`src/mwalu_pkg.sv`:
```
// Package: opcodes, width codes and helper functions for the multi-width ALU.
`timescale 1ns / 1ps
package mwalu_pkg;

  typedef enum logic [3:0] {
    OP_ADD = 4'd0, OP_AND = 4'd1, OP_DIV = 4'd2, OP_MOD = 4'd3,
    OP_MUL = 4'd4, OP_NEG = 4'd5, OP_NOT = 4'd6, OP_OR  = 4'd7,
    OP_SHL = 4'd8, OP_SHR = 4'd9, OP_SUB = 4'd10, OP_XOR = 4'd11
  } op_e;

  typedef enum logic [1:0] {
    SZ_8 = 2'd0, SZ_16 = 2'd1, SZ_19 = 2'd2, SZ_32 = 2'd3
  } size_e;

  localparam int unsigned DataW  = 32;
  localparam int unsigned QuotW  = 32;
  // One divider cell per quotient bit
  localparam int unsigned NCells = QuotW;

  typedef struct packed {
    logic [3:0]  command;
    logic [1:0]  size_a;
    logic [1:0]  size_b;
    logic [1:0]  size_result;
    logic [31:0] operand_a;
    logic [31:0] operand_b;
    logic        cin;
  } alu_in_t;

  typedef struct packed {
    logic [31:0] result;
    logic        carry;
    logic        negative;
    logic        overflow;
    logic        zero;
  } alu_out_t;

  // Item context carried along the cell chain
  typedef struct packed {
    logic [3:0]  command;
    logic [1:0]  size_result;
    logic        sign_a;
    logic        sign_b;
    logic [63:0] v;          // precomputed value for non-divide operations
    logic [31:0] b;          // divisor
    logic [31:0] quot;       // quotient bits, shifted in at the bottom
    logic [32:0] rem;        // partial remainder
    logic [31:0] a;          // dividend, shifted out from the top
  } cell_t;

  function automatic logic [31:0] size_mask(input logic [1:0] sz);
    logic [31:0] m;
    unique case (size_e'(sz))
      SZ_8:    m = 32'h0000_00ff;
      SZ_16:   m = 32'h0000_ffff;
      SZ_19:   m = 32'h0007_ffff;
      default: m = 32'hffff_ffff;
    endcase
    return m;
  endfunction

  function automatic logic top_bit(input logic [31:0] x, input logic [1:0] sz);
    logic t;
    unique case (size_e'(sz))
      SZ_8:    t = x[7];
      SZ_16:   t = x[15];
      SZ_19:   t = x[18];
      default: t = x[31];
    endcase
    return t;
  endfunction

endpackage

```
`src/mwalu_front.sv`:
```
// Front stage: mask operands, compute the non-divide value and seed the chain.
`timescale 1ns / 1ps
module mwalu_front (
  input  mwalu_pkg::alu_in_t in_i,
  output mwalu_pkg::cell_t   cell_o
);
  import mwalu_pkg::*;

  logic [31:0] a, b;
  logic [63:0] a64, b64, v;

  assign a   = in_i.operand_a & size_mask(in_i.size_a);
  assign b   = in_i.operand_b & size_mask(in_i.size_b);
  assign a64 = {32'd0, a};
  assign b64 = {32'd0, b};

  // Select value for every operation except divide and modulo
  always_comb begin
    unique case (in_i.command)
      OP_ADD:  v = a64 + b64 + {63'd0, in_i.cin};
      OP_AND:  v = a64 & b64;
      OP_MUL:  v = a64 * b64;
      OP_NEG:  v = 64'd0 - a64;
      OP_NOT:  v = ~a64;
      OP_OR:   v = a64 | b64;
      OP_SHL:  v = a64 << b[5:0];
      OP_SHR:  v = a64 >> b[5:0];
      OP_SUB:  v = a64 - b64 + {63'd0, in_i.cin};
      OP_XOR:  v = a64 ^ b64;
      default: v = 64'd0;
    endcase
  end

  always_comb begin
    cell_o.command     = in_i.command;
    cell_o.size_result = in_i.size_result;
    cell_o.sign_a      = top_bit(a, in_i.size_a);
    cell_o.sign_b      = top_bit(b, in_i.size_b);
    cell_o.v           = v;
    cell_o.b           = b;
    cell_o.quot        = '0;
    cell_o.rem         = '0;
    cell_o.a           = a;
  end
endmodule

```
`config.mk`:
```
export PLATFORM = sky130hd
export DESIGN_NAME = mwalu_front
export DESIGN_NICKNAME = d
export VERILOG_FILES = /design/src/mwalu_pkg.sv /design/src/mwalu_front.sv
export SDC_FILE = /design/constraint.sdc
export NUM_CORES = 2
export LEC_CHECK = 0
export ABC_AREA = 1
export BUFFER_PORTS_ARGS = -buffer_cell sky130_fd_sc_hd__buf_4
export CAP_MARGIN = 10
export CORE_MARGIN = 4
export CORE_UTILIZATION = 40
export DETAILED_ROUTE_END_ITERATION = 16
export SYNTH_ARGS = -nofsm -noshare
export SYNTH_HDL_FRONTEND = slang
export SYNTH_SLANG_ARGS = --single-unit
```
`constraint.sdc`:
```
create_clock -name vclk -period 23.9
set_input_delay 3.585 -clock vclk [all_inputs]
set_output_delay 3.585 -clock vclk [all_outputs]
set_load 0.01 [all_outputs]
```
==> flow_metrics.env <==
export IMPL_status="complete, no violations"
export IMPL_grt_max_degree=88
export IMPL_grt_pass1_wl_microns=331300
export IMPL_drc=0
export IMPL_layout_commonest_cell="nand2_1"
export IMPL_drive_above_1_share_pct=6.678
export IMPL_holdBufCountCts=0
export IMPL_worst_pin_slew_ns=1.311
export IMPL_vias=47390
export IMPL_finalSetupViolCount=0
export IMPL_multiInputGateArea_sq_mm=0.03952
export IMPL_crit_type="in2out"
export IMPL_dr_pass1_iters=8
export IMPL_postCtsSetupRepairBufs=0
export IMPL_crit_path_frequent_cell="fa_1"
export IMPL_nNetsFinal=8140
export IMPL_clock_buffers=0
export IMPL_rsz0062_at_grt="no"
export IMPL_hpwl_microns=184700
export IMPL_postRouteAntennaNets=0
export IMPL_track_usage_pct=37.41
export IMPL_worst_slew_margin_rel_pct=11.70
export IMPL_worst_slack_ns=5.628
export IMPL_cp_data_required_time_ns=20.32
export IMPL_seq_cells=0
export IMPL_drt_wirelength_per_cell_microns=27.76
export IMPL_synth_area_sq_mm=0.04665
export IMPL_worstPathMaxFanout=20
export IMPL_dpl_worst_slack_ns=6.101
export IMPL_cp_num_buf_inv=10
export IMPL_cts_resized=0
export IMPL_place_gp_congestion=1.076
export IMPL_die_h_microns=349.5
export IMPL_seq_area_sq_um=0
export IMPL_min_period_over_period_pct=76.45
export IMPL_grt_overflow_total=0
export IMPL_antenna_found_initial=12
export IMPL_hp_class="in2out"
export IMPL_areaGrowthSynthToFinish_pct=5.568
export IMPL_dieWidth_microns=349.5
export IMPL_slew_viol_final=0
export IMPL_die_area_sq_mm=0.1222
export IMPL_fillers=12400
export IMPL_cp_slowest_stage_delay_ns=1.01
export IMPL_numPortBuffers=207
export IMPL_yosysSeqAreaShare_pct=0
export IMPL_syn_instance_count=6827
export IMPL_cp_top_family="adder cells"
export IMPL_worstPathArrival_ns=14.69
export IMPL_drt_total_wl_microns=231400
export IMPL_rows=125
export IMPL_core_area_sq_mm=0.1160
export IMPL_io_pins=276
export IMPL_drt_iter0_drc=5956
export IMPL_initial_utilization_pct=40.20
export IMPL_synth_warnings=0
export IMPL_synth_cell_types=62
export IMPL_endpoint_kind="output pin"
export IMPL_startpoint_type="input port"
export IMPL_cp_slowest_cell="clkinv_1"
export IMPL_syn_area_per_cell_sq_um=6.833
export IMPL_first_global_vias=46850
export IMPL_hold_violations=0
export IMPL_final_cell_mix="nand2_1, inv_1, fa_1"
export IMPL_maxCapViolCount=0
export IMPL_fin_crit_ns=18.27
export IMPL_vias_per_cell=5.686
export IMPL_max_freq_mhz=54.73
export IMPL_finalSetupTns_ns=0
metrics by stage:
stage,instance area [sq um],instances,hold WS (ns),util [%]
6_report,49250,8334,7.170,42.44
5_1_grt,49220,8322,7.170,42.41
4_1_cts,49220,8322,7.170,42.41
3_5_place_dp,49220,8322,7.170,42.41
3_3_place_gp,49220,8322,7.170,42.41
2_1_floorplan,46890,6891,7.262,-
kinds of logic (layout without fill, tap and decap cells):
| logic type | Yosys count | after routing | share of synthesized area, % |
|---|---|---|---|
| and+or+nand+nor | 2835 | 2835 | 24.96 |
| AOI/OAI and AO/OA | 855 | 855 | 10.26 |
| muxes | 9 | 9 | 0.1931 |
| other | 1 | 77 | 0.008039 |
| adders and majority gates | 1265 | 1265 | 48.40 |
| xor gates and xnor gates | 17 | 17 | 0.3192 |
| buffers and inverters | 1845 | 1752 | 15.87 |
Yosys cell counts (all sizes together), types with 13 or more instances:
master	instances	area [sq um]
xor2	13	113.9
buf	211	1257
nand3	288	1496
a221oi	25	219.0
o21ai	403	2024
a31oi	19	118.9
a21boi	13	97.59
a21oi	260	1320
a21o	14	105.1
nor2	929	3667
nor3	26	135.1
nand4	46	287.8
ha	366	4579
fa	899	18000
o21bai	20	150.1
o22ai	27	168.9
clkbuf	203	762.0
or2	32	200.2
clkinv	20	75.07
inv	1411	5306
o211ai	35	262.8
nand2	1492	5702
routing by layer:
metal / up-vias / routed length, microns / GRT usage (%) / share of wire, %
met5: - / 45 / 0 / 0.019
met4: 6 / 14840 / 18.61 / 6.4
met3: 650 / 28060 / 10.24 / 12
met2: 3020 / 96980 / 56.05 / 42
met1: 23300 / 91460 / 49.80 / 40
li1: 20420 / - / - / -
final timing paths:
| kind | end | startpoint | cells past startpoint | slack, ns |
|---|---|---|---|---|
| setup / recovery | cell_o[163] | in_i[67] | 32 | 5.63 |
| hold / removal | cell_o[195] | in_i[65] | 0 | 7.17 |
cell type report:
cell class | instances | area share (%)
timing repair buffer | 321 | 4.893
antenna | 12 | 0.06098
multi-input combinational | 5046 | 80.25
inverter | 1431 | 10.93
tap | 1524 | 3.872
