--- src/mwalu_pkg.sv ---
// Package: opcodes, width codes and helper functions for the multi-width ALU.
`timescale 1ns / 1ps
package mwalu_pkg;

  typedef enum logic [3:0] {
    OP_ADD = 4'd0, OP_AND = 4'd1, OP_DIV = 4'd2, OP_MOD = 4'd3,
    OP_MUL = 4'd4, OP_NEG = 4'd5, OP_NOT = 4'd6, OP_OR  = 4'd7,
    OP_SHL = 4'd8, OP_SHR = 4'd9, OP_SUB = 4'd10, OP_XOR = 4'd11
  } op_e;

  typedef enum logic [1:0] {
    SZ_8 = 2'd0, SZ_16 = 2'd1, SZ_19 = 2'd2, SZ_32 = 2'd3
  } size_e;

  localparam int unsigned DataW  = 32;
  localparam int unsigned QuotW  = 32;
  // One divider cell per quotient bit
  localparam int unsigned NCells = QuotW;

  typedef struct packed {
    logic [3:0]  command;
    logic [1:0]  size_a;
    logic [1:0]  size_b;
    logic [1:0]  size_result;
    logic [31:0] operand_a;
    logic [31:0] operand_b;
    logic        cin;
  } alu_in_t;

  typedef struct packed {
    logic [31:0] result;
    logic        carry;
    logic        negative;
    logic        overflow;
    logic        zero;
  } alu_out_t;

  // Item context carried along the cell chain
  typedef struct packed {
    logic [3:0]  command;
    logic [1:0]  size_result;
    logic        sign_a;
    logic        sign_b;
    logic [63:0] v;          // precomputed value for non-divide operations
    logic [31:0] b;          // divisor
    logic [31:0] quot;       // quotient bits, shifted in at the bottom
    logic [32:0] rem;        // partial remainder
    logic [31:0] a;          // dividend, shifted out from the top
  } cell_t;

  function automatic logic [31:0] size_mask(input logic [1:0] sz);
    logic [31:0] m;
    unique case (size_e'(sz))
      SZ_8:    m = 32'h0000_00ff;
      SZ_16:   m = 32'h0000_ffff;
      SZ_19:   m = 32'h0007_ffff;
      default: m = 32'hffff_ffff;
    endcase
    return m;
  endfunction

  function automatic logic top_bit(input logic [31:0] x, input logic [1:0] sz);
    logic t;
    unique case (size_e'(sz))
      SZ_8:    t = x[7];
      SZ_16:   t = x[15];
      SZ_19:   t = x[18];
      default: t = x[31];
    endcase
    return t;
  endfunction

endpackage

--- src/mwalu_back.sv ---
// Back stage: pick the final value, adjust negatives and derive the flags.
`timescale 1ns / 1ps
module mwalu_back (
  input  mwalu_pkg::cell_t    cell_i,
  output mwalu_pkg::alu_out_t out_o
);
  import mwalu_pkg::*;

  logic        is_div, dz;
  logic [63:0] v, va, wbit;
  logic [31:0] m, r;
  logic        neg, carry, ovf;

  always_comb begin
    is_div = (cell_i.command == OP_DIV) || (cell_i.command == OP_MOD);
    dz     = is_div && (cell_i.b == 32'd0);
    m      = size_mask(cell_i.size_result);
    unique case (size_e'(cell_i.size_result))
      SZ_8:    wbit = 64'd1 << 8;
      SZ_16:   wbit = 64'd1 << 16;
      SZ_19:   wbit = 64'd1 << 19;
      default: wbit = 64'd1 << 32;
    endcase
    if (dz) begin
      v = 64'd0;
    end else if (cell_i.command == OP_DIV) begin
      v = {32'd0, cell_i.quot};
    end else if (cell_i.command == OP_MOD) begin
      v = {32'd0, cell_i.rem[31:0]};
    end else begin
      v = cell_i.v;
    end
    // Add 2^w to a negative value
    va    = v[63] ? v + wbit : v;
    r     = va[31:0] & m;
    neg   = top_bit(va[31:0], cell_i.size_result);
    carry = dz || ((cell_i.command == OP_SUB) && v[63])
            || ((va & ~{32'd0, m}) != 64'd0);
    ovf   = dz;
    if ((cell_i.command == OP_ADD) || (cell_i.command == OP_MUL)) begin
      ovf = (cell_i.sign_a == cell_i.sign_b) && (cell_i.sign_a != neg);
    end else if (cell_i.command == OP_SUB) begin
      ovf = (cell_i.sign_a != cell_i.sign_b) && (cell_i.sign_a != neg);
    end
    out_o.result   = r;
    out_o.carry    = carry;
    out_o.negative = neg;
    out_o.overflow = ovf;
    out_o.zero     = (r == 32'd0);
  end
endmodule

--- config.mk ---
export PLATFORM = sky130hd
export DESIGN_NAME = mwalu_back
export DESIGN_NICKNAME = d
export VERILOG_FILES = /design/src/mwalu_pkg.sv /design/src/mwalu_back.sv
export SDC_FILE = /design/constraint.sdc
export NUM_CORES = 1
export LEC_CHECK = 0
export BUFFER_PORTS_ARGS = -buffer_cell sky130_fd_sc_hd__buf_2
export CORE_UTILIZATION = 46
export DETAILED_ROUTE_END_ITERATION = 8
export PLACE_DENSITY_LB_ADDON = 0.1
export SETUP_SLACK_MARGIN = 0.1
export SKIP_LAST_GASP = 1
export SYNTH_ARGS = -nofsm -noshare
export SYNTH_HDL_FRONTEND = slang
export SYNTH_SLANG_ARGS = --single-unit
--- constraint.sdc ---
create_clock -name vclk -period 8.3
set_input_delay 1.245 -clock vclk [all_inputs]
set_output_delay 1.245 -clock vclk [all_outputs]
set_load 0.1 [all_outputs]
==> run metrics, run 1 <==
largest net degree at the start of global routing=37; PnR Total Power=298 uW; num ports=237; critical path launch point type=input pin; die extent in x=92.1 um; layout cell share with drive strength beyond 1=31.2%; WL met3=1.62 mm; Worst Path Required=7.05 ns; largest area contributor in the netlist=mux2i_1; vias in the first global route=5,202; Tot GR Track Use=35.7%; pwr dens=62.8 nW/um^2; Syn Nets=796; post-DR wirelength/cell=18.7 um; Max rail drop VDD=25.9 uV; final core utilization=61.1%; core area=7770 um^2; Syn Area/Cell=6.32 um^2; post-CTS setup buffers=0; post-synthesis cell count=590; Nets=970; Net Switching=208 uW; worst setup path class=input pin to output pin; post-route ant nets=0; worst-margin pin slew=0.872 ns; row count=32; Port Buffer Count=204; Final period util=85.9%; Rel. slew slack=41.8%; synth unique cells=74; Chip Height=92.1 um; P_int=90.4 uW; clk_buf instances=0; CTS resizes=0; Area growth, synth to finish=27.3%; total inserted antenna cells=0; top cell type's share of synthesized area=9.66%; DP Worst Slack=1.32 ns; drt first pass iters=6; DR vias=5,672; max_cap viols=0; maximum clock frequency=140 MHz; sequential share of the synthesized area=0%; DRT iter0 DRCs=461; worst setup path start=cell_i[98]; YS warnings=0; Hold-fix buffers, CTS=0; CP Max Fanout=13; status=finished, final reports clean; arrival time at the worst endpoint=5.89 ns; Final HPWL DP=13.0 mm; DRC=0; Pins Over Slew Limit=0; Vias/cell=6.56; final hold viol count=0; Comb power frac=100.0%; Final setup viols=0; sequential cell area=0 um^2; RSZ-0062 raised after global routing=no; most frequent cell after synthesis=nor2_1; CP endpoint kind=output pin; worst hold slack=3.04 ns; die area=8480 um^2; Post-synth top cells=nor2_1, nand2_1, nand3_1, mux2i_1, a21oi_1; fin worst setup slack=1.17 ns; Hold Path Origin=cell_i[131]; GR Overflow Total=0; Final GP Congestion=0.968; Placement Cell Area=4750 um^2; clock share of power=0%; global-route wire length before repair=24.9 mm; drt total wl=16.1 mm; wire length on met1=6.34 mm; design area=4750 um^2; placed cells=864; Tmin final=7.13 ns; Hold WC Path Type=input pin to output pin; Sequential Power Share=0%; Pleak=2.03 nW; post-synthesis cell area=3730 um^2; initial antenna violation count=0; starting density of the core=48.0%; final setup TNS=0 ns; Seq cells=0; sw frac=69.7%; Max Used Layer=met4; synth top area cells=mux2i_1, nor2_1, nand3_1; wire length on met2=7.72 mm; non-filler cells, final=864
cell type report:
class | count | area, um^2
multi-input combinational | 540 | 3500
fill | 775 | 3020
timing repair buffer | 213 | 1090
tap | 102 | 128
inverter | 9 | 33.8
metal layers:
layer  up-vias  track usage, %
li1       2645               -
met1      2583            44.3
met2       378            62.9
met3        66            4.89
met4         0            11.6
met5         -               0
cells in the final DEF, fill, tap and decap left out, types with 6 or more instances in the layout:
cell type	count
a211oi_1	20
a21o_1	7
a21oi_1	29
a31oi_1	6
and2_1	11
and3_1	9
buf_2	204
buf_4	9
inv_1	9
mux2_2	8
mux2i_1	36
nand2_1	49
nand2b_1	6
nand3_1	48
nand3b_1	6
nand4_1	27
nor2_1	79
nor3_1	18
nor4_1	24
o21ai_0	25
o22ai_1	7
or4_1	9
xnor2_1	12
xor2_1	10
power by group through the flow:
stage	logic (mW)	registers (mW)	clock network (mW)
floorplan	0.203	0	0
global placement	0.289	0	0
detailed placement	0.293	0	0
global route	0.316	0	0
CTS	0.294	0	0
finish	0.298	0	0
critical path: stages:
cell and delay [ns]:
buf_2 0.09, nor4_1 0.28, nand4_1 0.23, nor3_2 0.26, buf_4 0.26, a211oi_1 0.10, ha_1 0.39, a41o_1 0.21
a31o_2 0.18, nor4b_4 0.56, a41o_1 0.37, nand2_1 0.19, or4_1 0.57, mux2i_1 0.21, o21ai_0 0.13, nand4_1 0.15
buf_2 0.44
worst paths after layout:
path | to | slack, ns | cells after the start
worst max-delay path | out_o[3] | 1.17 | 17
worst min-delay path | out_o[6] | 3.04 | 4
kinds of logic (layout without fill, tap and decap cells):
kind of cell               count (synthesis)  in the layout  synth area share [%]
and+or+nand+nor                          319            319                  46.0
xor gates and xnor gates                  22             22                  5.16
muxes                                     44             44                  12.1
buffers and inverters                     50            222                  6.34
AOI/OAI and AO/OA                        150            150                  28.8
adders and majority gates                  5              5                  1.68
Power figures use the tool's default switching activity.
==> run 2, diff against run 1 <==
Settings changed: CELL_PAD_IN_SITES_DETAIL_PLACEMENT from default to 1, CELL_PAD_IN_SITES_GLOBAL_PLACEMENT from default to 1, CORE_UTILIZATION 46 to 29.
==> run metrics, run 2 (synthesized netlist as in run 1, its figures left out) <==
Final period util=87.4% (was 85.9%); Area growth, synth to finish=30.0% (was 27.3%); Final setup viols=0 (unchanged); commonest non-fill, non-tap cell in the layout=buf_2 (unchanged); Hold WC Path Type=input pin to output pin (unchanged); worst-margin pin slew=0.810 ns (was 0.872 ns); starting density of the core=29.7% (was 48.0%); largest net degree at the start of global routing=37 (unchanged); Final GP Congestion=0.884 (was 0.968); Port Buffer Count=204 (unchanged); final hold viol count=0 (unchanged); CP Max Fanout=20 (was 13); non-filler cells, final=936 (was 864); critical path launch point type=input pin (unchanged); Worst Path Required=7.05 ns (about the same); Max rail drop VDD=19.8 uV (was 25.9 uV); commonest cells after routing, fill and taps aside=buf_2, nor2_1, nand2_1, nand3_1, mux2i_1 (unchanged); placed cells=936 (was 864); max_cap viols=0 (unchanged); slowest CP cell=nor3b_4 (was or4_1); Vias/cell=5.89 (was 6.56); final core utilization=38.6% (was 61.1%); initial antenna violation count=0 (unchanged); post-route ant nets=0 (unchanged); pwr dens=62.9 nW/um^2 (was 62.8 nW/um^2); CP endpoint kind=output pin (unchanged); Hold-fix buffers, CTS=0 (unchanged); CTS resizes=0 (unchanged); Rel. slew slack=46.0% (was 41.8%); layout cell share with drive strength beyond 1=31.4% (was 31.2%); core area=12,600 um^2 (was 7770 um^2); worst hold slack=3.04 ns (about the same); final setup TNS=0 ns (unchanged); global-route wire length before repair=29.1 mm (was 24.9 mm); die area=13,300 um^2 (was 8480 um^2); cell family with most CP delay=compound AO/OA/AOI/OAI gates (was simple AND/OR/NAND/NOR gates); die extent in x=115 um (was 92.1 um); post-CTS setup buffers=0 (unchanged); total inserted antenna cells=0 (unchanged); DRC=0 (unchanged); drt total wl=19.1 mm (was 16.1 mm); drt first pass iters=5 (was 6); row count=41 (was 32); vias in the first global route=5,325 (was 5,202); Final HPWL DP=15.7 mm (was 13.0 mm); Pins Over Slew Limit=0 (unchanged); filler instances=1,751 (was 775); DRT iter0 DRCs=405 (was 461); Seq cells=0 (unchanged); arrival time at the worst endpoint=6.01 ns (was 5.89 ns); Tmin final=7.25 ns (was 7.13 ns); DR vias=5,512 (was 5,672); sequential cell area=0 um^2 (unchanged); Pleak=2.04 nW (was 2.03 nW); GR Overflow Total=0 (unchanged); Chip Height=115 um (was 92.1 um); Tot GR Track Use=27.7% (was 35.7%); maximum clock frequency=138 MHz (was 140 MHz); status=finished, final reports clean (unchanged); RSZ-0062 raised after global routing=no (unchanged); Nets=972 (was 970); CP Buf/Inv Count=3 (unchanged); clk_buf instances=0 (unchanged); worst setup path class=input pin to output pin (unchanged); post-DR wirelength/cell=20.4 um (was 18.7 um); CP Cell Sequence=buf_2, nor3b_4, nand3_1, nor3_2, buf_4, a211oi_1, ha_1, ha_1, and4b_1, o221ai_2, nand2_1, a41o_1, a31oi_1, a41oi_1, a21o_1, o41ai_1, nand4_1, buf_2 (was buf_2, nor4_1, nand4_1, nor3_2, buf_4, a211oi_1, ha_1, a41o_1, a31o_2, nor4b_4, a41o_1, nand2_1, or4_1, mux2i_1, o21ai_0, nand4_1, buf_2); crit-path max cell delay=0.55 ns (was 0.57 ns); num ports=237 (unchanged)
==> run 2: changes by cell type in the layout (fill, tap and decap cells not counted) <==
cell,delta
buf_4,+2
==> run 2: worst min-delay path: stages <==
cell	delay, ns
buf_2	0.09
nor2_1	0.09
a211oi_1	0.07
buf_2	0.29
==> run 2: final cells by class <==
cell class	instances	area [um^2]	share of cell area, %
Inverter	9	33.8	0.696
Timing Repair Buffer	215	1100	22.7
Multi-Input combinational cell	540	3500	72.1
Tap cell	172	215	4.44
==> run 2: routing by layer <==
| metal | track usage, % | vias to the layer above | routed length (um) |
|---|---|---|---|
| li1 | - | 2645 | - |
| met1 | 37.4 | 2673 | 8590 |
| met2 | 49.4 | 175 | 9250 |
| met3 | 1.57 | 19 | 969 |
| met4 | 3.98 | 0 | 261 |
| met5 | 0 | - | 0 |
==> run 2: per-stage QoR <==
| step | cell area, um^2 | total power, mW | setup slack, ns |
|---|---|---|---|
| 2_1_floorplan | 3730 | 0.203 | 0.576 |
| 3_5_place_dp | 4850 | 0.303 | 1.09 |
| 4_1_cts | 4850 | 0.304 | 1.06 |
| 3_3_place_gp | 4850 | 0.299 | 1.14 |
| 5_1_grt | 4850 | 0.326 | 0.713 |
| 6_report | 4850 | 0.305 | 1.05 |
==> run 2: path summary, 6_finish.rpt <==
path                   startpoint        to  slack [ns]  depth (start not counted)
worst max-delay path  cell_i[200]  out_o[3]        1.05                         18
worst min-delay path  cell_i[134]  out_o[9]        3.04                          4
==> run 2: power breakdown <==
group          leakage, nW  internal, mW  switching, mW
Sequential               0             0              0
Clock                    0             0              0
Combinational         2.04        0.0913          0.214
==> run 3, diff against run 2 <==
Settings changed: CORE_ASPECT_RATIO from default to 2.
==> run metrics, run 3 (synthesized netlist as in run 1, its figures left out) <==
GR Overflow Total=0 (unchanged); Area growth, synth to finish=29.3% (was 30.0%); largest net degree at the start of global routing=37 (unchanged); Hold WC Path Type=input pin to output pin (unchanged); worst hold stages=4 (unchanged); post-route ant nets=0 (unchanged); Worst Path Required=7.05 ns (about the same); DR vias=5,642 (was 5,512); pwr dens=63.6 nW/um^2 (was 62.9 nW/um^2); CP endpoint kind=output pin (unchanged); die area=13,400 um^2 (was 13,300 um^2); total inserted antenna cells=0 (unchanged); Hold-fix buffers, CTS=0 (unchanged); DRC=0 (unchanged); CTS resizes=0 (unchanged); num ports=237 (unchanged); cell family with most CP delay=simple AND/OR/NAND/NOR gates (was compound AO/OA/AOI/OAI gates); CP Cell Sequence=buf_2, nor4_1, nand4_1, or3_1, and2_1, ha_1, o21a_1, o21ai_0, o21ai_0, a31oi_1, a211oi_1, and4_1, nand4_1, nand2b_1, a21oi_1, buf_2 (was buf_2, nor3b_4, nand3_1, nor3_2, buf_4, a211oi_1, ha_1, ha_1, and4b_1, o221ai_2, nand2_1, a41o_1, a31oi_1, a41oi_1, a21o_1, o41ai_1, nand4_1, buf_2); post-CTS setup buffers=0 (unchanged); CP Max Fanout=9 (was 20); global-route wire length before repair=30.2 mm (was 29.1 mm); Tmin final=7.66 ns (was 7.25 ns); met3 Use GR=2.91% (was 1.57%); RSZ-0062 raised after global routing=no (unchanged); worst setup path class=input pin to output pin (unchanged); Chip Height=162 um (was 115 um); Hold Path Origin=cell_i[130] (was cell_i[134]); commonest non-fill, non-tap cell in the layout=buf_2 (unchanged); slowest CP cell=o21ai_0 (was nor3b_4); die extent in x=82.2 um (was 115 um); worst-margin pin slew=0.831 ns (was 0.810 ns); Pleak=2.04 nW (about the same); sequential cell area=0 um^2 (unchanged); critical path launch point type=input pin (unchanged); filler instances=1,757 (was 1,751); Port Buffer Count=204 (unchanged); post-DR wirelength/cell=22.5 um (was 20.4 um); drt first pass iters=4 (was 5); met1 Resource Use GR=26.9% (was 37.4%); P_int=91.2 uW (was 91.3 uW); clock share of power=0% (about the same); critical path depth=16 (was 18); area of the multi-input gates=3500 um^2 (unchanged); initial antenna violation count=0 (unchanged); status=finished, final reports clean (unchanged); Comb power frac=100.0% (about the same); M2 GR Usage=56.4% (was 49.4%); final setup TNS=0 ns (unchanged); Seq cells=0 (unchanged); arrival time at the worst endpoint=6.42 ns (was 6.01 ns); clk_buf instances=0 (unchanged); commonest cells after routing, fill and taps aside=buf_2, nor2_1, nand2_1, nand3_1, mux2i_1 (unchanged); DRT iter0 DRCs=248 (was 405); Final period util=92.3% (was 87.4%); Tot GR Track Use=30.0% (was 27.7%); Nets=972 (unchanged); core area=12,600 um^2 (about the same); maximum clock frequency=131 MHz (was 138 MHz); crit-path max cell delay=0.69 ns (was 0.55 ns); Max rail drop VDD=40.8 uV (was 19.8 uV); final hold viol count=0 (unchanged); starting density of the core=29.7% (about the same); sw frac=70.3% (was 70.1%); drt total wl=20.6 mm (was 19.1 mm); max_cap viols=0 (unchanged); Final setup viols=0 (unchanged); worst setup path start=cell_i[101] (was cell_i[200]); CP Buf/Inv Count=2 (was 3); Final GP Congestion=0.998 (was 0.884); layout cell share with drive strength beyond 1=31.4% (unchanged); Sequential Power Share=0% (about the same); row count=58 (was 41); Final HPWL DP=17.3 mm (was 15.7 mm); Vias/cell=6.17 (was 5.89); vias in the first global route=5,883 (was 5,325); Pins Over Slew Limit=0 (unchanged); Top Usage Layer GRT=met2 (unchanged); Rel. slew slack=43.1% (was 46.0%); PnR Total Power=307 uW (was 305 uW); Net Switching=216 uW (was 214 uW)
run 3: cell counts in the layout (fill, tap and decap cells not counted):
Identical to the previous run, type by type.
run 3: worst paths after layout:
kind,end,slack (ns)
max,out_o[0],0.64
min,out_o[5],3.04
run 3: layout make-up:
type / instances / area share (%)
timing repair buffer: 215 / 22.9
tap: 150 / 3.89
multi-input combinational: 540 / 72.5
inverter: 9 / 0.700
run 3: through the flow:
step	utilization [%]	cells	area [um^2]	setup slack (ns)	hold slack, ns
after global routing	38.4	914	4820	0.394	3.06
final	38.4	914	4820	0.637	3.04
after detailed placement	38.4	914	4820	0.854	3.04
after floorplan	-	590	3730	0.576	2.89
after CTS	38.4	914	4820	0.822	3.04
after global placement	38.4	914	4820	0.895	3.03
run 3: metal layers:
| metal | vias to the layer above | share of wire [%] | wire (um) |
|---|---|---|---|
| met2 | 246 | 53 | 10900 |
| met5 | - | 0 | 0 |
| met4 | 0 | 10 | 2090 |
| met3 | 94 | 4.9 | 1020 |
| li1 | 2642 | - | - |
| met1 | 2660 | 32 | 6560 |
run 3: power by group through the flow:
stage	combinational, mW	sequential [mW]	clock, mW
floorplan	0.203	0	0
global placement	0.300	0	0
detailed placement	0.305	0	0
CTS	0.306	0	0
global route	0.327	0	0
finish	0.307	0	0
