===== config.mk =====
export PLATFORM = sky130hd
export DESIGN_NAME = mwalu_cell
export DESIGN_NICKNAME = d
export VERILOG_FILES = /design/src/mwalu_pkg.sv /design/src/mwalu_cell.sv
export SDC_FILE = /design/constraint.sdc
export NUM_CORES = 1
export LEC_CHECK = 0
export BUFFER_PORTS_ARGS = -buffer_cell sky130_fd_sc_hd__buf_2
export CAP_MARGIN = 5
export CORE_MARGIN = 2
export CORE_UTILIZATION = 35
export DETAILED_ROUTE_END_ITERATION = 7
export GPL_ROUTABILITY_DRIVEN = 1
export SETUP_SLACK_MARGIN = 0.02
export SLEW_MARGIN = 20
export SYNTH_ARGS = -nofsm -noshare
export SYNTH_HDL_FRONTEND = slang
export SYNTH_SLANG_ARGS = --single-unit
export TNS_END_PERCENT = 10

===== constraint.sdc =====
create_clock -name clk_i -period 0.91 [get_ports clk_i]
set_input_delay 0.091 -clock clk_i [delete_from_list [all_inputs] [get_ports clk_i]]
set_output_delay 0.091 -clock clk_i [all_outputs]
set_load 0.02 [all_outputs]

===== src/mwalu_pkg.sv =====
// Package: opcodes, width codes and helper functions for the multi-width ALU.
`timescale 1ns / 1ps
package mwalu_pkg;

  typedef enum logic [3:0] {
    OP_ADD = 4'd0, OP_AND = 4'd1, OP_DIV = 4'd2, OP_MOD = 4'd3,
    OP_MUL = 4'd4, OP_NEG = 4'd5, OP_NOT = 4'd6, OP_OR  = 4'd7,
    OP_SHL = 4'd8, OP_SHR = 4'd9, OP_SUB = 4'd10, OP_XOR = 4'd11
  } op_e;

  typedef enum logic [1:0] {
    SZ_8 = 2'd0, SZ_16 = 2'd1, SZ_19 = 2'd2, SZ_32 = 2'd3
  } size_e;

  localparam int unsigned DataW  = 32;
  localparam int unsigned QuotW  = 32;
  // One divider cell per quotient bit
  localparam int unsigned NCells = QuotW;

  typedef struct packed {
    logic [3:0]  command;
    logic [1:0]  size_a;
    logic [1:0]  size_b;
    logic [1:0]  size_result;
    logic [31:0] operand_a;
    logic [31:0] operand_b;
    logic        cin;
  } alu_in_t;

  typedef struct packed {
    logic [31:0] result;
    logic        carry;
    logic        negative;
    logic        overflow;
    logic        zero;
  } alu_out_t;

  // Item context carried along the cell chain
  typedef struct packed {
    logic [3:0]  command;
    logic [1:0]  size_result;
    logic        sign_a;
    logic        sign_b;
    logic [63:0] v;          // precomputed value for non-divide operations
    logic [31:0] b;          // divisor
    logic [31:0] quot;       // quotient bits, shifted in at the bottom
    logic [32:0] rem;        // partial remainder
    logic [31:0] a;          // dividend, shifted out from the top
  } cell_t;

  function automatic logic [31:0] size_mask(input logic [1:0] sz);
    logic [31:0] m;
    unique case (size_e'(sz))
      SZ_8:    m = 32'h0000_00ff;
      SZ_16:   m = 32'h0000_ffff;
      SZ_19:   m = 32'h0007_ffff;
      default: m = 32'hffff_ffff;
    endcase
    return m;
  endfunction

  function automatic logic top_bit(input logic [31:0] x, input logic [1:0] sz);
    logic t;
    unique case (size_e'(sz))
      SZ_8:    t = x[7];
      SZ_16:   t = x[15];
      SZ_19:   t = x[18];
      default: t = x[31];
    endcase
    return t;
  endfunction

endpackage


===== src/mwalu_cell.sv =====
// Divider cell: one restoring step per cycle while the chain advances, registered hand-off to the next cell.
`timescale 1ns / 1ps
module mwalu_cell (
  input  logic              clk_i,
  input  logic              rst_ni,
  input  logic              en_i,
  input  logic              valid_i,
  input  mwalu_pkg::cell_t  cell_i,
  output logic              valid_o,
  output mwalu_pkg::cell_t  cell_o
);
  import mwalu_pkg::*;

  logic            valid_q;
  cell_t           cell_q, cell_d;
  logic [32:0]     trial, diff;

  // Shift in next dividend bit and try subtract
  always_comb begin
    trial  = {cell_i.rem[31:0], cell_i.a[31]};
    diff   = trial - {1'b0, cell_i.b};
    cell_d = cell_i;
    cell_d.a    = {cell_i.a[30:0], 1'b0};
    cell_d.quot = {cell_i.quot[30:0], ~diff[32]};
    cell_d.rem  = diff[32] ? trial : diff;
  end

  // Advance when the chain moves
  always_ff @(posedge clk_i or negedge rst_ni) begin
    if (!rst_ni) begin
      valid_q <= 1'b0;
    end else if (en_i) begin
      valid_q <= valid_i;
    end
  end

  always_ff @(posedge clk_i) begin
    if (en_i) begin
      cell_q <= cell_d;
    end
  end

  assign valid_o = valid_q;
  assign cell_o  = cell_q;
endmodule


==> results of run 1 <==
stage by stage:
| stage | hold slack, ns | power [W] | std cells | setup WS (ns) | utilization [%] |
|---|---|---|---|---|---|
| 2_1_floorplan | -0.205 | 0.0147 | 525 | -1.95 | - |
| 3_3_place_gp | -0.133 | 0.0174 | 1370 | -2.17 | 50.7 |
| 3_5_place_dp | -0.132 | 0.0174 | 1370 | -2.21 | 50.7 |
| 4_1_cts | -0.209 | 0.0271 | 1619 | -1.63 | 63.7 |
| 5_1_grt | -0.189 | 0.0281 | 1623 | -1.69 | 63.9 |
| 6_report | -0.177 | 0.0270 | 1624 | -1.62 | 63.9 |
layout by cell type, fill, tap and decap left out, types with 7 or more instances in the layout:
master and instances:
sky130_fd_sc_hd__a21o_1 10, sky130_fd_sc_hd__a21oi_1 31, sky130_fd_sc_hd__buf_12 12, sky130_fd_sc_hd__buf_2 365, sky130_fd_sc_hd__buf_4 122, sky130_fd_sc_hd__buf_6 38, sky130_fd_sc_hd__clkbuf_16 24, sky130_fd_sc_hd__clkinv_1 7
sky130_fd_sc_hd__dlygate4sd3_1 203, sky130_fd_sc_hd__edfxtp_1 200, sky130_fd_sc_hd__ha_1 30, sky130_fd_sc_hd__inv_1 37, sky130_fd_sc_hd__mux2_4 30, sky130_fd_sc_hd__nand2_1 24, sky130_fd_sc_hd__nor2_1 29, sky130_fd_sc_hd__o21ai_0 21
sky130_fd_sc_hd__xnor2_1 20, sky130_fd_sc_hd__xor2_1 8
state kept, by name, summed over array words and instances (netlist names):
| register | flops |
|---|---|
| valid_o | 1 |
| cell_o | 200 |
layout make-up:
| class | instances | area, µm² |
|---|---|---|
| antenna | 3 | 7.51 |
| fill | 1757 | 8520 |
| sequential | 201 | 6030 |
| inverter | 38 | 155 |
| multi-input combinational | 278 | 2260 |
| clock inverter | 15 | 105 |
| clock buffer | 25 | 583 |
| tap | 319 | 399 |
| timing repair buffer | 745 | 5550 |
routing by layer:
layer	vias up	part of all wire, %
met1	3484	39
met4	2	4.4
met5	-	0.042
met2	310	50
met3	63	6.3
li1	3507	-
worst max-delay path by stage:
stage	endpoint	slack, ns	depth (start not counted)
3_5_place_dp	cell_o[63]	-2.21	14
6_report	cell_o[46]	-1.62	15
4_1_cts	cell_o[50]	-1.63	15
3_3_place_gp	cell_o[35]	-2.17	14
5_1_grt	cell_o[46]	-1.69	15
2_1_floorplan	cell_o[36]	-1.95	13
kinds of logic (layout without fill, tap and decap cells):
| kind of cell | count (synthesis) | count (layout) | synth area share [%] |
|---|---|---|---|
| flip-flops | 201 | 201 | 71.1 |
| AND/OR/NAND/NOR | 84 | 84 | 4.87 |
| AO/OA/AOI/OAI | 98 | 98 | 7.76 |
| XOR/XNOR | 28 | 28 | 2.89 |
| other | 1 | 4 | 0.0442 |
| multiplexers | 34 | 34 | 5.66 |
| buffers and inverters | 46 | 823 | 2.71 |
| adder cells (fa/ha/maj) | 33 | 33 | 4.96 |
worst max-delay path, stage by stage:
cell                        delay, ns
sky130_fd_sc_hd__buf_8           0.09
sky130_fd_sc_hd__inv_12          0.03
sky130_fd_sc_hd__ha_4            0.14
sky130_fd_sc_hd__fa_2            0.37
sky130_fd_sc_hd__nor2b_4         0.12
sky130_fd_sc_hd__o31a_1          0.19
sky130_fd_sc_hd__o21a_4          0.16
sky130_fd_sc_hd__o21ai_4         0.07
sky130_fd_sc_hd__a31oi_4         0.20
sky130_fd_sc_hd__a21oi_4         0.07
sky130_fd_sc_hd__or4b_4          0.53
sky130_fd_sc_hd__nand4_4         0.10
sky130_fd_sc_hd__buf_12          0.15
sky130_fd_sc_hd__clkbuf_16       0.16
sky130_fd_sc_hd__mux2_4          0.29
what timing repair did:
item	CTS	global route
buffers inserted	4	1
setup endpoints to repair	235	235
gates resized for setup	77	6
pin swaps	7	2
cloned	2	1
endpoints found under the hold margin	204	1
power groups by stage:
stage / Clock, W / Combinational, W / Sequential, W
after floorplan: 0 / 0.00191 / 0.0128
after global placement: 0 / 0.00573 / 0.0116
after detailed placement: 0 / 0.00579 / 0.0116
after CTS: 0.00874 / 0.00690 / 0.0115
after global routing: 0.00912 / 0.00740 / 0.0116
final: 0.00856 / 0.00697 / 0.0115
==> results.txt, run 1 <==
The total number of vias came out at 7366. The cell area power density is 1790 nW/µm². For flop-to-flop paths, the worst setup slack is 0.16 ns. For hold timing, the worst endpoint is cell_o[98]. The first global-routing pass estimated 45.5 mm of wire. The met1 track demand over resource in global routing came out at 27.5%. The number of buffers inserted during clock tree synthesis is 23. The flow ran to the end, but the final reports show violations.

TritonCTS built the clock tree. The post-detailed-route wirelength per cell is 18.8 µm. The maximum clock path buffer count is 3. The final weighted congestion of routability-driven global placement came out at 0.873.

The worst voltage drop across the vdd grid came out at 0.00128 V. Synthesis produced a netlist with a net count of 763. Each instance of the synthesized netlist takes up on average 16.2 µm². The worst hold path begins at cell_i[98]. Before antenna repair, the detailed router went through 4 iterations.

The data arrival time of the worst path came out at 2.78 ns. The post-synthesis instance area is 8480 µm². The initial utilization of the core area, before any placement, comes to 35.9%. The clock latency on the worst-skew pair came out at 0.50 ns. The total setup violations reported at the end of the flow came out at 235. The share of cells above drive strength 1 is 47.7%.

For the final database, setup skew stands at 0 ns. The row count came out at 56. The number of port buffers is 403.

The final critical-path setup slack came out at -1.62 ns. The clock-pin slew on the worst setup and hold paths is 0.06 ns. The startpoint identified for the worst register-to-register timing path is valid_o. Subtracting the final worst setup slack from the clock period gives 2.53 ns. The number of hold buffers added after cts is 203. The sequential cell area fraction in the yosys report is 71.1%. The most congested layer reported by global routing is met2.

The area of all placed cells without fillers came out at 15100 µm². By count the netlist is led by 200 x sky130_fd_sc_hd__edfxtp_1, 38 x sky130_fd_sc_hd__inv_1, 32 x sky130_fd_sc_hd__ha_1, 31 x sky130_fd_sc_hd__a21oi_1, 29 x sky130_fd_sc_hd__nor2_1. The post-detailed-route via-to-cell ratio came out at 4.54. For this block, the routed nets add up to 30.6 mm of wire. The die covers 25500 µm². The post-route fraction of the period consumed by the critical path is 278%.

The final-layout worst hold slack came out at -0.177 ns. The number of different library cells used by synthesis comes to 51. The required time of the critical path is 1.16 ns. STA classifies the critical path endpoint as a register. The depth of the most critical reg-to-reg path is 1. The leakage component of the power is 6.81 nW. Setup repair after global routing could not meet its margin everywhere.

The number of global-route vias before repair was 7762. The maximum number of pins on one net before global-route repair is 59. The final-report hold violation count came out at 1.

After legalization and detailed placement, the total HPWL measured 21.2 mm. From left edge to right edge, the die measures 160 µm. The share of flip-flops with an asynchronous set or reset after synthesis came out at 0.498%.

The checks that failed: negative hold slack, negative setup slack. The worst setup path is of the in2reg kind. Yosys instantiated no cell more often than sky130_fd_sc_hd__edfxtp_1.

After the first detailed-routing iteration, the DRC count stood at 498. The number of warnings printed during yosys synthesis is 0. In the global route stage, met3 resource usage came out at 4.70%. The worst register-to-register path ends at valid_o. The area share of the leading cell type in the synthesized netlist came out at 70.8%. The die is 160 µm tall. The worst hold path depth came out at 1. The area overhead of the layout relative to synthesis came out at 78.0%. The clock net in this run drives a total of 201 sinks. Of the total power, the clock network draws 31.7%.

Sorting the synthesized cells by area gives the leading types as sky130_fd_sc_hd__edfxtp_1 71%, sky130_fd_sc_hd__mux2_4 4.8%, sky130_fd_sc_hd__ha_1 4.7%. In this run the worst hold path is classified as in2reg. For this design the top-level I/O count stands at 407. Summed over all instances, the cell type with the most area after synthesis is sky130_fd_sc_hd__edfxtp_1. The number of synthesized flops with an enable pin is 200. The largest fanout on the critical path came out at 5. The most critical setup path has its startpoint at cell_i[31].

The core region is 23600 µm². The highest attainable clock frequency is 395 MHz. The dominant synthesized flop cell is sky130_fd_sc_hd__edfxtp_1. The initial antenna violation count is 4. The combinational share of power is 25.8%. CTS placed an instance of sky130_fd_sc_hd__clkbuf_16 at the clock tree root. The count of nets after finishing came out at 1525. The total grt overflow is 0.

The part of the power in registers came out at 42.6%. The placed instance area came out at 12000 µm². For this run, design rule violations remaining after detail routing come to 0. The switching power summed over all nets is 0.00736 W. The number of standard cells after synthesis came out at 525. The number of slew-limit violations in the final report is 0. STA classifies the critical path startpoint as an input pin. For this run, the total global-route usage over all layers was measured as 23.2%.

The fraction of power spent switching nets came out at 27.2%. Max-cap violations in this run came to 0. In this run, synthesis produced a sequential element count of 201. The global-route met2 utilization came out at 40.8%.

The summed negative setup slack over all endpoints is -96.66 ns. Once detail routing completed, the nets flagged for antenna violations numbered 0. The internal power of the cells totals 0.0197 W. The H-tree depth came out at 1.
Power figures use the tool's default switching activity.
==> inputs of run 2 (changes only) <==
--- a/config.mk
+++ b/config.mk
@@ -5,12 +5,14 @@
 export SDC_FILE = /design/constraint.sdc
 export NUM_CORES = 1
 export LEC_CHECK = 0
+export ABC_AREA = 1
 export BUFFER_PORTS_ARGS = -buffer_cell sky130_fd_sc_hd__buf_2
 export CAP_MARGIN = 5
 export CORE_MARGIN = 2
 export CORE_UTILIZATION = 35
 export DETAILED_ROUTE_END_ITERATION = 7
 export GPL_ROUTABILITY_DRIVEN = 1
+export MAX_ROUTING_LAYER = met4
 export SETUP_SLACK_MARGIN = 0.02
 export SLEW_MARGIN = 20
 export SYNTH_ARGS = -nofsm -noshare
==> results.txt, run 2 <==
The sequential cell area fraction in the yosys report is 64.9%. The placed wire-length estimate came out at 26.2 mm. The number of synthesized flops with an enable pin is 200.

The number of buffers inserted during clock tree synthesis came out at 23. The total instance count after detailed placement is 1772. The initial antenna violation count is 6. The number of slew-limit violations in the final report came out at 0. In this run the worst hold path is classified as in2reg. In this run the standard cell core region covers 26100 µm². By count the netlist is led by 320 x sky130_fd_sc_hd__nand2_1, 200 x sky130_fd_sc_hd__edfxtp_1, 154 x sky130_fd_sc_hd__inv_1, 37 x sky130_fd_sc_hd__nor2_1, 32 x sky130_fd_sc_hd__ha_1.

The global-route wire length before repair is 53.5 mm. The library cell used as clock root buffer is sky130_fd_sc_hd__clkbuf_16. The detail route stage leaves a number of antenna-violating nets equal to 0. The flip-flop count of the largest register, all copies and words added is 200. The post-route fraction of the period consumed by the critical path came out at 159%. The cell area power density is 1660 nW/µm². The number of port buffers is 403.

The total nets after synthesis came out at 1123. The worst register-to-register path ends at valid_o. By area the synthesized netlist is led by sky130_fd_sc_hd__edfxtp_1 65%, sky130_fd_sc_hd__nand2_1 13%, sky130_fd_sc_hd__inv_1 6.2%. Global routing used 25.9% of the available tracks across all layers. The total grt overflow is 0. Summed over all failing endpoints, the final setup total negative slack is -63.97 ns.

The slack of the worst reg-to-reg path is 0.16 ns. Across all hold checks on the routed design, the worst slack comes to 0.0701 ns. The number of different library cells in the post-synthesis netlist is 30. The final critical-path setup slack came out at -0.535 ns. The floorplan step set the die height to 167 µm. For this configuration, the core starts out at a cell density of 35.6%. The worst setup path is launched from an input pin.

The overall die area came out at 27900 µm². The cell with the most instances after synthesis is sky130_fd_sc_hd__nand2_1. The number of standard cells after synthesis is 885.

The routed design could run at a clock period as short as 1.45 ns. The path with the worst hold slack has its endpoint at cell_o[32]. Along the worst path, the maximum fanout reaches 8. Setup repair after global routing could not meet its margin everywhere. The area overhead of the layout relative to synthesis is 79.3%. The library cell used most frequently in the layout, excluding fill and tap cells, is sky130_fd_sc_hd__buf_2.

The synthesis-stage register bit count is 201. Clock-pin slew was measured on the worst setup and hold paths at 0.06 ns. The clock net sink count came out at 201.

After synthesis, the share of flip-flops with an asynchronous set or reset is 0.498%. The H-tree depth came out at 1. Pin placement for this block handled 407 I/O pins.

Summing every instance area after synthesis gives 9290 µm². The highest attainable clock frequency is 692 MHz. The worst setup path is of the in2reg kind. The maximum number of pins on one net before global-route repair is 25.

In the routed design, unresolved DRC markers number 0. The worst clock skew on the final layout came out at 0 ns. The total number of vias came out at 9108. The worst hold path depth came out at 5. The worst-case IR drop observed on VDD is 0.00180 V. The worst register-to-register path begins at valid_o. The post-detailed-route wirelength per cell is 18.1 µm. TritonCTS built the clock tree.

The DRC marker count from the first detailed-route iteration came out at 657. The design draws 0.0277 W. The number of warnings printed during yosys synthesis came out at 0. The post-detailed-route via-to-cell ratio came out at 4.48. The synthesized design devotes to its leading area cell type 64.7% of total area. The share of cells above drive strength 1 came out at 42.8%. The checks that failed: negative setup slack. The data arrival time of the worst path came out at 1.72 ns. The total of max-cap violations is 0. For this run, the post-layout net count is 1912. The number of global-route vias before repair is 9412. The final-report hold violation count came out at 0. STA classifies the critical path endpoint as a register. The startpoint identified for the worst hold timing path is cell_i[97].

From left edge to right edge, the die measures 167 µm. Setup violations remaining at the end of the flow were counted as 235. The required time of the critical path came out at 1.19 ns. The first detailed-routing pass ran for 6 iterations.

No sink is reached through more buffers than the 3 on the longest clock path. In the layout the commonest cells are 351 x sky130_fd_sc_hd__buf_2, 290 x sky130_fd_sc_hd__nand2_1, 201 x sky130_fd_sc_hd__dlygate4sd3_1, 200 x sky130_fd_sc_hd__edfxtp_1, 149 x sky130_fd_sc_hd__buf_4. The dominant synthesized flop cell is sky130_fd_sc_hd__edfxtp_1.

The depth of the most critical reg-to-reg path came out at 1. The row count is 59. The clock latency on the worst-skew pair is 0.51 ns. Of all cell types, the one taking the most synthesized area is sky130_fd_sc_hd__edfxtp_1.

The leakage component of the power is 8.09 nW. At the end of routability-driven placement, the weighted congestion stood at 0.913. The final cell count without fillers is 2032. The run finished, with violations left.

The synthesized area per cell is 10.5 µm². The sum of routed wire length over all layers is 36.9 mm.
==> run 2: cell count changes in the layout (fill, tap and decap cells not counted), moves of 19 or more <==
| cell | previous run | this run |
|---|---|---|
| sky130_fd_sc_hd__o21ai_0 | 21 | 0 |
| sky130_fd_sc_hd__xnor2_1 | 20 | 1 |
| sky130_fd_sc_hd__mux2_4 | 30 | 0 |
| sky130_fd_sc_hd__inv_1 | 37 | 145 |
| sky130_fd_sc_hd__nand3_1 | 5 | 25 |
| sky130_fd_sc_hd__nand2_2 | 0 | 44 |
| sky130_fd_sc_hd__buf_4 | 122 | 149 |
| sky130_fd_sc_hd__nand2_1 | 24 | 290 |
==> run 2: what timing repair did <==
| action | CTS | global route |
|---|---|---|
| hold buffers | 201 | 1 |
| gates resized for setup | 131 | 61 |
| setup endpoints to repair | 235 | 436 |
| gates cloned | 1 | 1 |
| pin swaps | 13 | 9 |
| endpoints found under the hold margin | 216 | 1 |
| setup buffers | 6 | 2 |
==> run 2: final cells by class <==
type | count | area, µm²
fill | 2056 | 9410
clock buffer | 23 | 576
clock inverter | 19 | 138
inverter | 158 | 601
antenna | 6 | 15.0
tap | 335 | 419
multi-input combinational | 519 | 3040
timing repair buffer | 771 | 5820
sequential | 201 | 6030
==> run 2: stage by stage <==
step | util [%] | area (µm²) | setup WS [ns]
global route | 63.9 | 16600 | -0.608
CTS | 62.7 | 16300 | -0.513
finish | 63.9 | 16600 | -0.535
detailed placement | 50.0 | 13000 | -1.13
floorplan | - | 9320 | -0.872
global placement | 50.0 | 13000 | -1.15
==> run 2: cell families after synthesis <==
family / count (synthesis) / synth area share (%)
simple gates: 436 / 19.5
other cells: 1 / 0.0404
xor+xnor: 15 / 1.41
compound gates: 33 / 2.17
fa+ha+maj: 33 / 4.53
buf+inv: 165 / 7.24
flops: 201 / 64.9
mux: 1 / 0.121
==> run 2: power by group <==
part,switching (W),internal (W)
registers,0.000288,0.0112
clock network,0.00389,0.00494
logic,0.00399,0.00339
==> run 2: per-layer routing <==
metal	global-route usage, %	share of wire, %	vias to the layer above
met4	10.8	4.5	0
li1	-	-	4452
met1	29.3	39	4208
met2	44.8	50	358
met3	5.32	6.0	90
met5	-	0	-
==> run 2: worst max path at each step <==
stage	endpoint	start	slack, ns	depth (start not counted)
after detailed placement	cell_o[51]	cell_i[31]	-1.13	17
final	cell_o[53]	cell_i[108]	-0.54	16
after global placement	cell_o[60]	cell_i[31]	-1.15	17
after global routing	cell_o[53]	cell_i[113]	-0.61	17
after CTS	cell_o[56]	cell_i[31]	-0.51	17
after floorplan	cell_o[50]	cell_i[31]	-0.87	16
==> run 2: worst max-delay path: stages <==
cell and delay (ns):
sky130_fd_sc_hd__buf_2 0.14, sky130_fd_sc_hd__inv_2 0.07, sky130_fd_sc_hd__ha_4 0.22, sky130_fd_sc_hd__nand2_1 0.07, sky130_fd_sc_hd__nand2_2 0.07, sky130_fd_sc_hd__inv_1 0.08, sky130_fd_sc_hd__nand2_1 0.10, sky130_fd_sc_hd__a21oi_4 0.15
sky130_fd_sc_hd__nand2_4 0.07, sky130_fd_sc_hd__nand2_4 0.10, sky130_fd_sc_hd__nand2_4 0.08, sky130_fd_sc_hd__nand2_4 0.10, sky130_fd_sc_hd__nand2_8 0.08, sky130_fd_sc_hd__clkbuf_16 0.18, sky130_fd_sc_hd__nand2_2 0.06, sky130_fd_sc_hd__nand2_1 0.05
==> inputs of run 3 (changes only) <==
--- a/config.mk
+++ b/config.mk
@@ -8,11 +8,15 @@
 export ABC_AREA = 1
 export BUFFER_PORTS_ARGS = -buffer_cell sky130_fd_sc_hd__buf_2
 export CAP_MARGIN = 5
+export CELL_PAD_IN_SITES_DETAIL_PLACEMENT = 1
+export CELL_PAD_IN_SITES_GLOBAL_PLACEMENT = 1
 export CORE_MARGIN = 2
 export CORE_UTILIZATION = 35
+export CTS_CLUSTER_DIAMETER = 80
 export DETAILED_ROUTE_END_ITERATION = 7
 export GPL_ROUTABILITY_DRIVEN = 1
 export MAX_ROUTING_LAYER = met4
+export PLACE_DENSITY_LB_ADDON = 0.1
 export SETUP_SLACK_MARGIN = 0.02
 export SLEW_MARGIN = 20
 export SYNTH_ARGS = -nofsm -noshare
==> constraint.sdc (replaced) <==
create_clock -name clk_i -period 1.9 [get_ports clk_i]
set_input_delay 0.19 -clock clk_i [delete_from_list [all_inputs] [get_ports clk_i]]
set_output_delay 0.19 -clock clk_i [all_outputs]
set_load 0.02 [all_outputs]
==> results.txt, run 3 (same netlist as run 2, synthesis figures left out) <==
The flow ran to the end, and the final reports show no timing, DRC or antenna violations. The end point of the most critical hold path is cell_o[60]. The clock-pin slew on the worst setup and hold paths is 0.06 ns. The initial antenna violation count came out at 9. The count of buffers added on input and output ports is 403. The area of the core came out at 26100 µm². The height of the die came out at 167 µm. The final-report hold violation count came out at 0. The worst reg2reg path endpoint is valid_o.

The number of slew-limit violations in the final report is 0. The clock period minus worst slack is 1.72 ns. The sum of routed wire length over all layers came out at 40.3 mm. The critical path's most frequent cell is sky130_fd_sc_hd__nand2_1. In the layout the commonest cells are 402 x sky130_fd_sc_hd__buf_2, 320 x sky130_fd_sc_hd__nand2_1, 200 x sky130_fd_sc_hd__edfxtp_1, 183 x sky130_fd_sc_hd__dlygate4sd3_1, 152 x sky130_fd_sc_hd__inv_1. Compared with the post-synthesis result, the final layout area differs by 67.4%. Wire segments on met2 add up to 21.1 mm in the final route.

The most common library cell in the layout ignoring fill and taps is sky130_fd_sc_hd__buf_2. The data arrival time of the worst path came out at 1.97 ns. Setup repair after global routing left no endpoint under its margin.

The DRC violations left is 0. The initial core utilization came out at 35.6%. The worst hold path begins at cell_i[59]. The delay contributed by the slowest stage of the critical path is 0.38 ns. The clock arrives with 0 ns of skew. The required time of the critical path is 2.16 ns.

TritonCTS built the clock tree. Hold repair after CTS inserted 183 buffers. The flip-flop count of the largest register, all copies and words added came out at 200. The slack of the worst reg-to-reg path came out at 1.11 ns. The total grt overflow is 0. The placed wire-length estimate is 27.5 mm. The largest delay contributor family on the critical path is simple AND/OR/NAND/NOR gates. In the final layout, the share of cells above drive strength 1 is 37.9%.

The worst-case IR drop observed on VDD is 0.000933 V. The maximum number of pins on one net before global-route repair is 59. The total setup violations reported at the end of the flow is 0. The worst setup path is launched from an input pin.

The top-level port count came out at 407. The largest fanout on the critical path is 15. In this run the critical register-to-register path is launched from valid_o. The depth of the most critical reg-to-reg path is 1. The final weighted congestion of routability-driven global placement came out at 0.862. The worst path uses 90.4% of the clock period. The floorplan step set the die width to 167 µm. The H-tree depth is 1.

The overall die area came out at 27900 µm². For this run, the top clock speed supported by timing is 582 MHz. The total number of vias came out at 9139. STA classifies the critical path endpoint as a register. The worst hold path depth is 3. By startpoint and endpoint, the worst setup path is classified as in2reg.

The area of all placed cells without fillers came out at 15500 µm². The clock net sink count is 201. The post-detailed-route via-to-cell ratio is 4.56. Across every metal layer, demand over resource in global routing totals 29.2%.

The detailed-route wire length on metal 1 is 15.3 mm. The placed instance area came out at 12900 µm². The DRC marker count from the first detailed-route iteration is 517.

The global-route wire length before repair is 60.0 mm. The post-CTS setup buffer count came out at 0. Counting along the longest clock path gives a buffer depth of 3. The leakage component of the power is 7.78 nW. The cell at the slowest stage of the critical path is sky130_fd_sc_hd__fa_2. The cell area power density is 853 nW/µm². The library cell used as clock root buffer is sky130_fd_sc_hd__clkbuf_16. The length of the first detailed-routing pass in iterations came out at 4.

The pre-CTS setup slack is -0.342 ns. Routed signal wires occupy layers up through met4. The total of max-cap violations is 0. The count of nets after finishing is 1878. The min-delay analysis places its worst path in the category in2reg. The floorplan has 59 rows.

Walking the worst path, the cells encountered are buf_2 > inv_8 > ha_4 > fa_2 > inv_2 > nand2_1 > nand2_1 > nand3_1 > nand2_2 > nand2_2 > nand2_4 > nand2_4 > nand3_2 > nand2_4 > buf_12 > nand2_1 > nand2_1. The combined buffer and inverter count along the critical path came out at 4. The number of global-route vias before repair was 9925. The number of resized instances in the post-cts repair step is 0.

The final critical-path setup slack is 0.182 ns. The met3 layer wire length in the routed design is 2.17 mm. The number of buffers inserted during clock tree synthesis came out at 24. The post-detailed-route wirelength per cell came out at 20.1 µm. The clock latency on the worst-skew pair came out at 0.50 ns. The design draws 0.0133 W. The post-detailed-route count of antenna-violating nets came out at 0.
==> run 3: cell types whose count changed in the layout (fill, tap and decap cells not counted), moves of 6 or more <==
cell,previous run,this run
sky130_fd_sc_hd__nand2_1,290,320
sky130_fd_sc_hd__dlygate4sd3_1,201,183
sky130_fd_sc_hd__buf_6,51,0
sky130_fd_sc_hd__ha_4,19,1
sky130_fd_sc_hd__buf_4,149,142
sky130_fd_sc_hd__diode_2,6,12
sky130_fd_sc_hd__nor2_1,30,37
sky130_fd_sc_hd__nor2_2,9,2
sky130_fd_sc_hd__inv_1,145,152
sky130_fd_sc_hd__ha_1,13,31
sky130_fd_sc_hd__nand2_2,44,18
sky130_fd_sc_hd__clkbuf_1,0,6
sky130_fd_sc_hd__inv_2,12,5
sky130_fd_sc_hd__buf_2,351,402
==> run 3: layout make-up <==
cell class | count | area, µm²
Inverter | 158 | 601
Clock inverter | 10 | 85.1
Multi-Input combinational cell | 519 | 2610
Sequential cell | 201 | 6030
Clock buffer | 34 | 689
Tap cell | 335 | 419
Timing Repair Buffer | 736 | 5080
Antenna cell | 12 | 30.0
Fill cell | 2998 | 10500
==> run 3: tightest hold or removal path, cell delays in order <==
cell                      delay [ns]
sky130_fd_sc_hd__buf_2          0.12
sky130_fd_sc_hd__nand2_1        0.06
sky130_fd_sc_hd__nand2_1        0.05
==> run 3: where the power goes <==
group	leakage (nW)	switching (W)	internal (W)	total [W]
clock	0.377	0.00186	0.00267	0.00453
combinational	5.44	0.00187	0.00136	0.00324
sequential	1.97	0.000137	0.00535	0.00549
total	7.78	0.00387	0.00939	0.0133
==> run 3: worst max path at each step <==
stage,cells past startpoint,endpoint,startpoint
6_report,17,cell_o[63],cell_i[31]
3_5_place_dp,17,cell_o[36],cell_i[31]
3_3_place_gp,13,cell_o[61],cell_i[50]
4_1_cts,17,cell_o[36],cell_i[31]
2_1_floorplan,16,cell_o[51],cell_i[31]
5_1_grt,14,cell_o[61],cell_i[116]
==> run 3: metal layers <==
metal,up-vias,track usage (%)
li1,4377,-
met1,4374,31.7
met2,304,52.6
met3,84,5.63
met4,0,11.1
met5,-,-
==> run 3: stage by stage <==
step | utilization (%) | std cells | hold slack [ns] | setup TNS [ns]
floorplan | - | 885 | -0.106 | 0
global placement | 49.5 | 1766 | -0.0348 | -7.88
detailed placement | 49.5 | 1766 | -0.0330 | -10.04
CTS | 59.5 | 1993 | 0.00154 | 0
global route | 59.6 | 2003 | 0.0365 | 0
finish | 59.7 | 2005 | 0.0285 | 0
